`src/rtl/tdfa_pkg.sv`:
```
`default_nettype none
package tdfa_pkg;

    localparam int MAX_STATES_DEF  = 16;
    localparam int MAX_SYMBOLS_DEF = 4;
    localparam int LABEL_WIDTH_DEF = 8;

    localparam int ACTION_W       = 3;
    localparam int INDEX_W        = 4;
    localparam int SLOT_W         = 2;
    localparam int VALUE_W        = 8;
    localparam int END_LABEL_W    = 8;
    localparam int CFG_INDEX_W    = 2;
    localparam int CFG_DATA_W     = 8;
    localparam int STATE_COUNT_W  = 5;
    localparam int SYMBOL_COUNT_W = 3;

    typedef logic [ACTION_W-1:0] action_t;

    localparam action_t ACT_LOAD_STATE      = 3'd0;
    localparam action_t ACT_LOAD_SYMBOL     = 3'd1;
    localparam action_t ACT_LOAD_TRANSITION = 3'd2;
    localparam action_t ACT_STRING_SYMBOL   = 3'd3;
    localparam action_t ACT_EMPTY_STRING    = 3'd4;

    localparam logic [CFG_INDEX_W-1:0] CFG_STATE_COUNT  = 2'd0;
    localparam logic [CFG_INDEX_W-1:0] CFG_SYMBOL_COUNT = 2'd1;

    localparam logic [STATE_COUNT_W-1:0]  STATE_COUNT_RST  = 5'd1;
    localparam logic [SYMBOL_COUNT_W-1:0] SYMBOL_COUNT_RST = 3'd2;

    typedef struct packed {
        logic take;
        logic commit;
    } ctrl_cmd_t;

    typedef struct packed {
        logic start_step;
        logic report_pending;
        logic out_busy;
    } ctrl_sts_t;

endpackage
`default_nettype wire

```
`src/rtl/tdfa_if.sv`:
```
`default_nettype none
interface tdfa_item_if;
    import tdfa_pkg::*;

    logic                valid;
    logic                ready;
    action_t             action;
    logic [INDEX_W-1:0]  entry_index;
    logic [SLOT_W-1:0]   symbol_slot;
    logic [VALUE_W-1:0]  value;
    logic                accepting_flag;
    logic                last_symbol;

    modport source (output valid, action, entry_index, symbol_slot, value,
                    accepting_flag, last_symbol, input ready);
    modport sink   (input valid, action, entry_index, symbol_slot, value,
                    accepting_flag, last_symbol, output ready);
endinterface

interface tdfa_result_if;
    import tdfa_pkg::*;

    logic                   valid;
    logic                   ready;
    logic                   accepted;
    logic [END_LABEL_W-1:0] end_label;

    modport source (output valid, accepted, end_label, input ready);
    modport sink   (input valid, accepted, end_label, output ready);
endinterface

interface tdfa_cfg_if;
    import tdfa_pkg::*;

    logic                   valid;
    logic                   ready;
    logic [CFG_INDEX_W-1:0] index;
    logic [CFG_DATA_W-1:0]  data;

    modport source (output valid, index, data, input ready);
    modport sink   (input valid, index, data, output ready);
endinterface
`default_nettype wire

```
`src/rtl/tdfa_ctrl.sv`:
```
`default_nettype none
module tdfa_ctrl (
    input  wire logic                 clk,
    input  wire logic                 rst_n,
    input  wire logic                 item_valid,
    output logic                      item_ready,
    input  wire tdfa_pkg::ctrl_sts_t  sts,
    output tdfa_pkg::ctrl_cmd_t       cmd
);
    import tdfa_pkg::*;

    localparam logic ST_IDLE = 1'b0;
    localparam logic ST_STEP = 1'b1;

    logic state_reg;
    logic state_next;

    always_comb
    begin
        state_next = state_reg;
        item_ready = 1'b0;
        cmd        = '0;
        case (state_reg)
            ST_IDLE:
            begin
                item_ready = 1'b1;
                if (item_valid)
                begin
                    cmd.take = 1'b1;
                    if (sts.start_step)
                    begin
                        state_next = ST_STEP;
                    end
                end
            end
            ST_STEP:
            begin
                // hold while the result word cannot be placed
                if (!(sts.report_pending && sts.out_busy))
                begin
                    cmd.commit = 1'b1;
                    state_next = ST_IDLE;
                end
            end
            default:
            begin
                state_next = ST_IDLE;
            end
        endcase
    end

    always_ff @(posedge clk or negedge rst_n)
    begin
        if (!rst_n)
        begin
            state_reg <= ST_IDLE;
        end
        else
        begin
            state_reg <= state_next;
        end
    end

endmodule
`default_nettype wire

```
`src/rtl/tdfa_datapath.sv`:
```
`default_nettype none
module tdfa_datapath #(
    parameter int MAX_STATES  = tdfa_pkg::MAX_STATES_DEF,
    parameter int MAX_SYMBOLS = tdfa_pkg::MAX_SYMBOLS_DEF,
    parameter int LABEL_WIDTH = tdfa_pkg::LABEL_WIDTH_DEF
) (
    input  wire logic                              clk,
    input  wire logic                              rst_n,
    input  wire tdfa_pkg::ctrl_cmd_t               cmd,
    output tdfa_pkg::ctrl_sts_t                    sts,
    input  wire tdfa_pkg::action_t                 action,
    input  wire logic [tdfa_pkg::INDEX_W-1:0]      entry_index,
    input  wire logic [tdfa_pkg::SLOT_W-1:0]       symbol_slot,
    input  wire logic [tdfa_pkg::VALUE_W-1:0]      value,
    input  wire logic                              accepting_flag,
    input  wire logic                              last_symbol,
    output logic                                   res_valid,
    input  wire logic                              res_ready,
    output logic                                   accepted,
    output logic [tdfa_pkg::END_LABEL_W-1:0]       end_label,
    input  wire logic                              cfg_valid,
    input  wire logic [tdfa_pkg::CFG_INDEX_W-1:0]  cfg_index,
    input  wire logic [tdfa_pkg::CFG_DATA_W-1:0]   cfg_data
);
    import tdfa_pkg::*;

    localparam int CELLS  = MAX_STATES * MAX_SYMBOLS;
    localparam int SW     = $clog2(MAX_STATES);
    localparam int SIW    = (MAX_SYMBOLS > 1) ? $clog2(MAX_SYMBOLS) : 1;
    localparam int AW     = $clog2(CELLS);
    localparam int WIDE_W = AW + INDEX_W + SLOT_W;
    localparam int LW     = LABEL_WIDTH;

    logic [STATE_COUNT_W-1:0]  state_count_reg;
    logic [SYMBOL_COUNT_W-1:0] symbol_count_reg;

    logic [LW-1:0]      state_labels_reg [MAX_STATES];
    logic               accepting_marks_reg [MAX_STATES];
    logic [VALUE_W-1:0] symbol_values_reg [MAX_SYMBOLS];
    logic [LW-1:0]      next_labels_mem [CELLS];
    logic [LW-1:0]      rd_data_reg;

    logic [SW-1:0] cur_reg;
    logic          hit_reg;
    logic          report_reg;
    logic          empty_reg;
    logic          res_valid_reg;
    logic          accepted_reg;
    logic [END_LABEL_W-1:0] end_label_reg;

    logic [LW+VALUE_W-1:0]     value_ext;
    logic [LW-1:0]             label_in;
    logic                      sym_hit;
    logic [SIW-1:0]            sym_idx;
    logic [WIDE_W-1:0]         wr_cell;
    logic [WIDE_W-1:0]         rd_cell;
    logic                      tr_we;
    logic                      rd_en;
    logic                      lab_found;
    logic [SW-1:0]             lab_idx;
    logic [SW-1:0]             cur_step;
    logic [SW-1:0]             q;
    logic [LW+END_LABEL_W-1:0] end_ext;

    assign value_ext = {LW'(0), value};
    assign label_in  = value_ext[LW-1:0];

    always_comb
    begin
        sym_hit = 1'b0;
        sym_idx = '0;
        for (int t = MAX_SYMBOLS - 1; t >= 0; t--)
        begin
            if (t < symbol_count_reg && symbol_values_reg[t] == value)
            begin
                sym_hit = 1'b1;
                sym_idx = SIW'(t);
            end
        end
    end

    assign wr_cell = WIDE_W'(entry_index) * WIDE_W'(MAX_SYMBOLS) + WIDE_W'(symbol_slot);
    assign rd_cell = WIDE_W'(cur_reg) * WIDE_W'(MAX_SYMBOLS) + WIDE_W'(sym_idx);
    assign tr_we   = cmd.take && action == ACT_LOAD_TRANSITION
                     && entry_index < MAX_STATES && symbol_slot < MAX_SYMBOLS;
    assign rd_en   = cmd.take && action == ACT_STRING_SYMBOL && sym_hit;

    always_ff @(posedge clk)
    begin
        if (tr_we)
        begin
            next_labels_mem[wr_cell[AW-1:0]] <= label_in;
        end
        if (rd_en)
        begin
            rd_data_reg <= next_labels_mem[rd_cell[AW-1:0]];
        end
    end

    always_ff @(posedge clk)
    begin
        for (int k = 0; k < MAX_STATES; k++)
        begin
            if (cmd.take && action == ACT_LOAD_STATE && entry_index == k)
            begin
                state_labels_reg[k] <= label_in;
            end
        end
        for (int t = 0; t < MAX_SYMBOLS; t++)
        begin
            if (cmd.take && action == ACT_LOAD_SYMBOL && entry_index == t)
            begin
                symbol_values_reg[t] <= value;
            end
        end
    end

    always_ff @(posedge clk or negedge rst_n)
    begin
        if (!rst_n)
        begin
            for (int k = 0; k < MAX_STATES; k++)
            begin
                accepting_marks_reg[k] <= 1'b0;
            end
        end
        else
        begin
            for (int k = 0; k < MAX_STATES; k++)
            begin
                if (cmd.take && action == ACT_LOAD_STATE && entry_index == k)
                begin
                    accepting_marks_reg[k] <= accepting_flag;
                end
            end
        end
    end

    always_comb
    begin
        lab_found = 1'b0;
        lab_idx   = '0;
        for (int j = MAX_STATES - 1; j >= 0; j--)
        begin
            if (j < state_count_reg && state_labels_reg[j] == rd_data_reg)
            begin
                lab_found = 1'b1;
                lab_idx   = SW'(j);
            end
        end
    end

    assign cur_step = (hit_reg && lab_found) ? lab_idx : cur_reg;
    assign q        = empty_reg ? '0 : cur_step;
    assign end_ext  = {END_LABEL_W'(0), state_labels_reg[q]};

    always_ff @(posedge clk or negedge rst_n)
    begin
        if (!rst_n)
        begin
            state_count_reg  <= STATE_COUNT_RST;
            symbol_count_reg <= SYMBOL_COUNT_RST;
            cur_reg          <= '0;
            hit_reg          <= 1'b0;
            report_reg       <= 1'b0;
            empty_reg        <= 1'b0;
            res_valid_reg    <= 1'b0;
        end
        else
        begin
            if (cfg_valid && cfg_index == CFG_STATE_COUNT)
            begin
                state_count_reg <= cfg_data[STATE_COUNT_W-1:0];
            end
            if (cfg_valid && cfg_index == CFG_SYMBOL_COUNT)
            begin
                symbol_count_reg <= cfg_data[SYMBOL_COUNT_W-1:0];
            end
            if (cmd.take)
            begin
                hit_reg    <= action == ACT_STRING_SYMBOL && sym_hit;
                report_reg <= action == ACT_EMPTY_STRING || last_symbol;
                empty_reg  <= action == ACT_EMPTY_STRING;
            end
            if (cmd.commit)
            begin
                cur_reg <= report_reg ? '0 : cur_step;
            end
            if (cmd.commit && report_reg)
            begin
                res_valid_reg <= 1'b1;
            end
            else if (res_ready)
            begin
                res_valid_reg <= 1'b0;
            end
        end
    end

    always_ff @(posedge clk)
    begin
        if (cmd.commit && report_reg)
        begin
            accepted_reg  <= accepting_marks_reg[q];
            end_label_reg <= end_ext[END_LABEL_W-1:0];
        end
    end

    assign sts.start_step     = action == ACT_STRING_SYMBOL || action == ACT_EMPTY_STRING;
    assign sts.report_pending = report_reg;
    assign sts.out_busy       = res_valid_reg && !res_ready;

    assign res_valid = res_valid_reg;
    assign accepted  = accepted_reg;
    assign end_label = end_label_reg;

endmodule
`default_nettype wire

```
`src/rtl/table_driven_dfa_acceptor_top.sv`:
```
// Programmable table-driven DFA string acceptor.
// Channels: items (valid/ready) carries load and string words, results
// (valid/ready) carries one word per finished string, cfg (valid/ready,
// always ready) writes state_count (index 0) and symbol_count (index 1).
// Load words (state, symbol, transition) are taken without leaving the
// idle state; codes 5 to 7 are taken and dropped. A string symbol word is
// taken and then passes the step state: the symbol is matched against the
// first symbol_count symbol values while the transition memory is read,
// then the registered next label is matched against the first state_count
// state labels and the current state is updated (reset to 0 at string end).
// An empty-string word reports from state 0. A result word is registered
// when the step state commits after the last symbol or empty-string word
// and stays in the output register until taken; while it waits, loads are
// taken; a word that ends a string holds in the step state until it is taken.
// Reset clears the accepting marks, the current state and the output valid
// flag and restores state_count = 1, symbol_count = 2; labels, symbol
// values and transitions are undefined until loaded.
`default_nettype none
module table_driven_dfa_acceptor_top #(
    parameter int MAX_STATES  = tdfa_pkg::MAX_STATES_DEF,
    parameter int MAX_SYMBOLS = tdfa_pkg::MAX_SYMBOLS_DEF,
    parameter int LABEL_WIDTH = tdfa_pkg::LABEL_WIDTH_DEF
) (
    input  wire logic     clk,
    input  wire logic     rst_n,
    tdfa_item_if.sink     items,
    tdfa_result_if.source results,
    tdfa_cfg_if.sink      cfg
);
    import tdfa_pkg::*;

    ctrl_cmd_t cmd;
    ctrl_sts_t sts;
    logic      item_ready;

    tdfa_ctrl u_ctrl (
        .clk        (clk),
        .rst_n      (rst_n),
        .item_valid (items.valid),
        .item_ready (item_ready),
        .sts        (sts),
        .cmd        (cmd)
    );

    tdfa_datapath #(
        .MAX_STATES  (MAX_STATES),
        .MAX_SYMBOLS (MAX_SYMBOLS),
        .LABEL_WIDTH (LABEL_WIDTH)
    ) u_datapath (
        .clk            (clk),
        .rst_n          (rst_n),
        .cmd            (cmd),
        .sts            (sts),
        .action         (items.action),
        .entry_index    (items.entry_index),
        .symbol_slot    (items.symbol_slot),
        .value          (items.value),
        .accepting_flag (items.accepting_flag),
        .last_symbol    (items.last_symbol),
        .res_valid      (results.valid),
        .res_ready      (results.ready),
        .accepted       (results.accepted),
        .end_label      (results.end_label),
        .cfg_valid      (cfg.valid),
        .cfg_index      (cfg.index),
        .cfg_data       (cfg.data)
    );

    assign items.ready = item_ready;
    assign cfg.ready   = 1'b1;

    a_empty_reports: assert property (@(posedge clk) disable iff (!rst_n)
        (items.valid && items.ready && items.action == ACT_EMPTY_STRING && !results.valid)
        |-> ##2 results.valid)
        else $error("empty-string word gave no result");

    a_load_single_cycle: assert property (@(posedge clk) disable iff (!rst_n)
        (items.valid && items.ready && (items.action == ACT_LOAD_STATE
            || items.action == ACT_LOAD_SYMBOL || items.action == ACT_LOAD_TRANSITION))
        |=> items.ready)
        else $error("load word stalled the item channel");

    a_no_overwrite: assert property (@(posedge clk) disable iff (!rst_n)
        (cmd.commit && sts.report_pending) |-> !sts.out_busy)
        else $error("result written over a pending word");

endmodule
`default_nettype wire
```
`src/flat_wrapper.sv`:
```
// flat-port wrapper written by rule: the top's interface ports become plain ports
module table_driven_dfa_acceptor_top_flat import tdfa_pkg::*;
#(
    parameter int MAX_STATES  = tdfa_pkg::MAX_STATES_DEF,
    parameter int MAX_SYMBOLS = tdfa_pkg::MAX_SYMBOLS_DEF,
    parameter int LABEL_WIDTH = tdfa_pkg::LABEL_WIDTH_DEF
)
  (clk, rst_n, items_valid, items_action, items_entry_index, items_symbol_slot, items_value, items_accepting_flag, items_last_symbol, items_ready, results_valid, results_accepted, results_end_label, results_ready, cfg_valid, cfg_index, cfg_data, cfg_ready);
  tdfa_item_if items_i ();
  tdfa_result_if results_i ();
  tdfa_cfg_if cfg_i ();
  input  wire logic clk;
  input  wire logic rst_n;
  input wire logic [$bits(items_i.valid)-1:0] items_valid;
  input wire logic [$bits(items_i.action)-1:0] items_action;
  input wire logic [$bits(items_i.entry_index)-1:0] items_entry_index;
  input wire logic [$bits(items_i.symbol_slot)-1:0] items_symbol_slot;
  input wire logic [$bits(items_i.value)-1:0] items_value;
  input wire logic [$bits(items_i.accepting_flag)-1:0] items_accepting_flag;
  input wire logic [$bits(items_i.last_symbol)-1:0] items_last_symbol;
  output wire logic [$bits(items_i.ready)-1:0] items_ready;
  output wire logic [$bits(results_i.valid)-1:0] results_valid;
  output wire logic [$bits(results_i.accepted)-1:0] results_accepted;
  output wire logic [$bits(results_i.end_label)-1:0] results_end_label;
  input wire logic [$bits(results_i.ready)-1:0] results_ready;
  input wire logic [$bits(cfg_i.valid)-1:0] cfg_valid;
  input wire logic [$bits(cfg_i.index)-1:0] cfg_index;
  input wire logic [$bits(cfg_i.data)-1:0] cfg_data;
  output wire logic [$bits(cfg_i.ready)-1:0] cfg_ready;
  assign items_i.valid = items_valid;
  assign items_i.action = items_action;
  assign items_i.entry_index = items_entry_index;
  assign items_i.symbol_slot = items_symbol_slot;
  assign items_i.value = items_value;
  assign items_i.accepting_flag = items_accepting_flag;
  assign items_i.last_symbol = items_last_symbol;
  assign items_ready = items_i.ready;
  assign results_valid = results_i.valid;
  assign results_accepted = results_i.accepted;
  assign results_end_label = results_i.end_label;
  assign results_i.ready = results_ready;
  assign cfg_i.valid = cfg_valid;
  assign cfg_i.index = cfg_index;
  assign cfg_i.data = cfg_data;
  assign cfg_ready = cfg_i.ready;
  table_driven_dfa_acceptor_top #(.MAX_STATES(MAX_STATES), .MAX_SYMBOLS(MAX_SYMBOLS), .LABEL_WIDTH(LABEL_WIDTH)) u_core (.clk(clk), .rst_n(rst_n), .items(items_i), .results(results_i), .cfg(cfg_i));
endmodule
```
`config.mk`:
```
export PLATFORM = sky130hd
export DESIGN_NAME = table_driven_dfa_acceptor_top_flat
export DESIGN_NICKNAME = d
export VERILOG_FILES = /design/src/rtl/tdfa_pkg.sv /design/src/rtl/tdfa_if.sv /design/src/rtl/tdfa_ctrl.sv /design/src/rtl/tdfa_datapath.sv /design/src/rtl/table_driven_dfa_acceptor_top.sv /design/src/flat_wrapper.sv
export SDC_FILE = /design/constraint.sdc
export NUM_CORES = 1
export LEC_CHECK = 0
export ABC_AREA = 1
export BUFFER_PORTS_ARGS = -buffer_cell sky130_fd_sc_hd__buf_4
export CAP_MARGIN = 20
export CORE_MARGIN = 2
export CORE_UTILIZATION = 55
export DETAILED_ROUTE_END_ITERATION = 16
export PLACE_DENSITY_LB_ADDON = 0.2
export SYNTH_ARGS = -nofsm -noshare
export SYNTH_HDL_FRONTEND = slang
export SYNTH_SLANG_ARGS = --single-unit
```
`constraint.sdc`:
```
create_clock -name clk -period 3.44 [get_ports clk]
set_clock_uncertainty 0.05 [all_clocks]
set_input_delay 0.344 -clock clk [delete_from_list [all_inputs] [get_ports clk]]
set_output_delay 0.344 -clock clk [all_outputs]
set_load 0.005 [all_outputs]
```
==> flow_metrics.env <==
export IMPL_reg2reg_depth=28
export IMPL_cpMostUsedCell="nand2_1"
export IMPL_fin_nets=3185
export IMPL_antenna_found_initial=4
export IMPL_worstSetupPathType="flip-flop to flip-flop"
export IMPL_overflow=0
export IMPL_seq_power_share_pct=49.1
export IMPL_setup_violations=1
export IMPL_post_drt_wl_per_cell_um=24.6
export IMPL_yosysTopAreaCellShare_pct=64.1
export IMPL_hold_viol=0
export IMPL_maxCapViolCount=0
export IMPL_slew_headroom_pct=30.7
export IMPL_syn_avg_cell_area_um2=11.1
export IMPL_yosys_top_cells_count="edfxtp_1, nand2_1, inv_1, o21ai_0, nand3_1"
export IMPL_fin_crit_ns=3.47
export IMPL_synth_edff_count=689
export IMPL_via_per_inst=6.05
export IMPL_clkLatencyLatePin_ns=0.63
export IMPL_rsz0062_at_grt="true"
export IMPL_start_util_pct=55.8
export IMPL_dieHeight_um=246
export IMPL_die_area_mm2=0.0606
export IMPL_stdcell_count=3980
export IMPL_routed_wl_mm=98.1
export IMPL_crit_fanout=13
export IMPL_tritoncts="done"
export IMPL_largest_reg_flops=512
export IMPL_ios=46
export IMPL_synth_flop_cell="edfxtp_1"
export IMPL_p_int_mw=15.1
export IMPL_fin_area_mm2=0.0385
export IMPL_synth_distinct_cells=48
export IMPL_areaGrowthSynthToFinish_pct=19.4
export IMPL_grt_pass1_vias=23000
export IMPL_critPathMaxStageDelay_ns=0.53
export IMPL_startpoint_type="flip-flop"
export IMPL_fmax_mhz=289
export IMPL_drt_first_pass_iters=5
export IMPL_status="finished, violations left"
export IMPL_drtIter0Drc=3071
export IMPL_syn_inst=2905
export IMPL_cts_root_buffer="clkbuf_16"
export IMPL_h_tree_depth=3
export IMPL_coreArea_mm2=0.0578
export IMPL_grt_max_degree=80
export IMPL_crit_arrival_ns=3.81
export IMPL_drc=0
export IMPL_combPwrFrac_pct=10.1
export IMPL_dp_cells=3809
export IMPL_violations="negative setup slack"
export IMPL_leakage_nw=14.6
export IMPL_cts_sinks=722
export IMPL_syn_area_mm2=0.0323
export IMPL_whs_path_depth=3
export IMPL_vias=24100
export IMPL_grt_first_pass_wirelength_mm=141
export IMPL_pwr_share_clk_pct=40.9
export IMPL_crit_path_end_kind="flip-flop"
export IMPL_worst_ep_required_time_ns=3.78
export IMPL_worst_pin_slew_ns=1.04
export IMPL_gp_congestion=0.976
export IMPL_finalMaxSlewViolations=0
export IMPL_io_buffers=41
export IMPL_clkTransAtPathRegs_ns=0.06
export IMPL_p_sw_share_pct=24.4
export IMPL_antenna_left=0
export IMPL_drive_above_1_share_pct=17.4
export IMPL_ys_warn_count=0
export IMPL_p_sw_mw=4.87
export IMPL_setup_ws_ns=-0.0260
export IMPL_synth_top_area_cell="edfxtp_1"
export IMPL_globalRouteTotalUtil_pct=31.7
export IMPL_dp_hpwl_mm=61.8
export IMPL_ys_top_cells_by_area="edfxtp_1, nand2_1, o21ai_0"
export IMPL_cp_slowest_cell="edfxtp_1"
export IMPL_die_w_um=246
export IMPL_powerDensity_mw_per_mm2=517
export IMPL_cts_max_path_buffers=3
export IMPL_synth_nets=2939
export IMPL_yosysSeqAreaShare_pct=66.7
export IMPL_period_share_pct=101
export IMPL_rows=88
export IMPL_cts_made_buffers=77
export IMPL_place_area_mm2=0.0352
export IMPL_irDropWorstVdd_mv=0.478
export IMPL_synth_seq_cells=722
export IMPL_yosysMostFrequentCell="edfxtp_1"
export IMPL_hold_class="input port to flip-flop"
export IMPL_async_reset_ff_share_pct=4.57
==> power groups by stage <==
stage	clock, mW	combinational, mW	sequential, mW
after floorplan	0	0.873	9.93
after global placement	0	1.74	9.96
after detailed placement	0	1.76	9.96
after CTS	8.20	1.78	9.78
after global routing	8.55	2.10	9.78
final	8.14	2.01	9.78
==> layer usage <==
| layer | vias to the layer above | track usage [%] | wire [um] |
|---|---|---|---|
| met4 | 4 | 15.8 | 4570 |
| met2 | 1255 | 49.9 | 45900 |
| met1 | 11700 | 42.4 | 38800 |
| met5 | - | 0 | 30 |
| met3 | 266 | 5.94 | 8740 |
| li1 | 10900 | - | - |
==> critical path, delay by kind of cell (launching register included) <==
kind                      cells  cell delay [ns]
buffers and inverters         3             0.58
and+or+nand+nor              24             1.87
xor gates and xnor gates      1             0.18
DFF                           1             0.53
==> cells in the final DEF (no fill, tap or decap), types with 4 or more instances in the layout <==
cell type	netlist	routed
buf_12	0	26
inv_6	0	5
nand3b_1	24	24
nor4_1	14	11
nand2_1	412	402
nor3_1	23	22
o21ai_0	279	259
bufinv_16	0	5
o21ai_1	0	19
dfrtp_1	31	30
diode_2	0	4
a21oi_1	140	140
xor2_1	37	36
inv_2	11	10
o21ai_2	3	4
or2_2	11	11
o211ai_1	84	84
clkinv_2	0	16
buf_4	22	280
edfxtp_1	689	689
o221ai_1	56	56
buf_16	0	5
nand3_1	272	225
clkbuf_16	0	90
clkinv_1	5	13
nand2_2	3	11
clkbuf_1	114	19
inv_1	305	302
o22ai_1	76	75
clkinvlp_4	0	5
nor2_2	4	5
nor2_1	164	163
xnor2_1	24	23
nand4_1	32	32
buf_6	8	9
nand3_2	1	47
dlygate4sd3_1	0	12
==> cell families after synthesis <==
| family | Yosys count | synth area share [%] |
|---|---|---|
| mux | 1 | 0.0349 |
| xor+xnor | 61 | 1.66 |
| other cells | 1 | 0.0116 |
| buf+inv | 500 | 6.37 |
| simple gates | 968 | 13.3 |
| flops | 722 | 66.7 |
| compound gates | 652 | 11.9 |
==> through the flow <==
stage / hold WS (ns) / worst slack (ns) / util, % / TNS, ns / power, mW
2_1_floorplan: -0.00159 / 0.662 / - / 0 / 10.8
3_5_place_dp: 0.296 / -0.268 / 60.9 / -1.19 / 11.7
5_1_grt: 0.0518 / -0.120 / 66.7 / -1.14 / 20.4
6_report: 0.0519 / -0.0260 / 66.7 / -0.0260 / 19.9
4_1_cts: 0.0206 / -0.00346 / 65.4 / -0.00346 / 19.8
3_3_place_gp: 0.285 / -0.182 / 60.9 / -1.01 / 11.7
==> what timing repair did <==
item | 4_1_cts | 5_1_grt
pin swaps | 1 | 25
buffers inserted | 0 | 5
gates cloned | 0 | 11
resized for setup | 6 | 107
hold buffers | 12 | 0
setup endpoints to repair | 5 | 17
endpoints found under the hold margin | 52 | 0
==> final cells by class <==
type	count	area (um^2)
Antenna cell	4	10.0
Inverter	322	1230
Sequential cell	722	21500
Tap cell	765	957
Clock inverter	39	399
Fill cell	4264	19300
Timing Repair Buffer	345	3290
Clock buffer	100	2080
Multi-Input combinational cell	1683	9060
==> path summary, 6_finish.rpt <==
path                                                                from                                       end  slack, ns
worst max-delay path                    u_core.u_datapath.rd_data_reg[1]                u_core.u_datapath.accepted      -0.03
worst min-delay path                                items_accepting_flag  u_core.u_datapath.accepting_marks_reg[8]       0.05
worst max register to register          u_core.u_datapath.rd_data_reg[1]                u_core.u_datapath.accepted      -0.03
worst min register to register  u_core.u_datapath.accepting_marks_reg[6]  u_core.u_datapath.accepting_marks_reg[6]       0.46
max in group asynchronous                                          rst_n              u_core.u_datapath.cur_reg[0]       2.77
min in group asynchronous                                          rst_n      u_core.u_datapath.state_count_reg[4]       0.17
No activity file was read; power rests on OpenSTA's default activity.
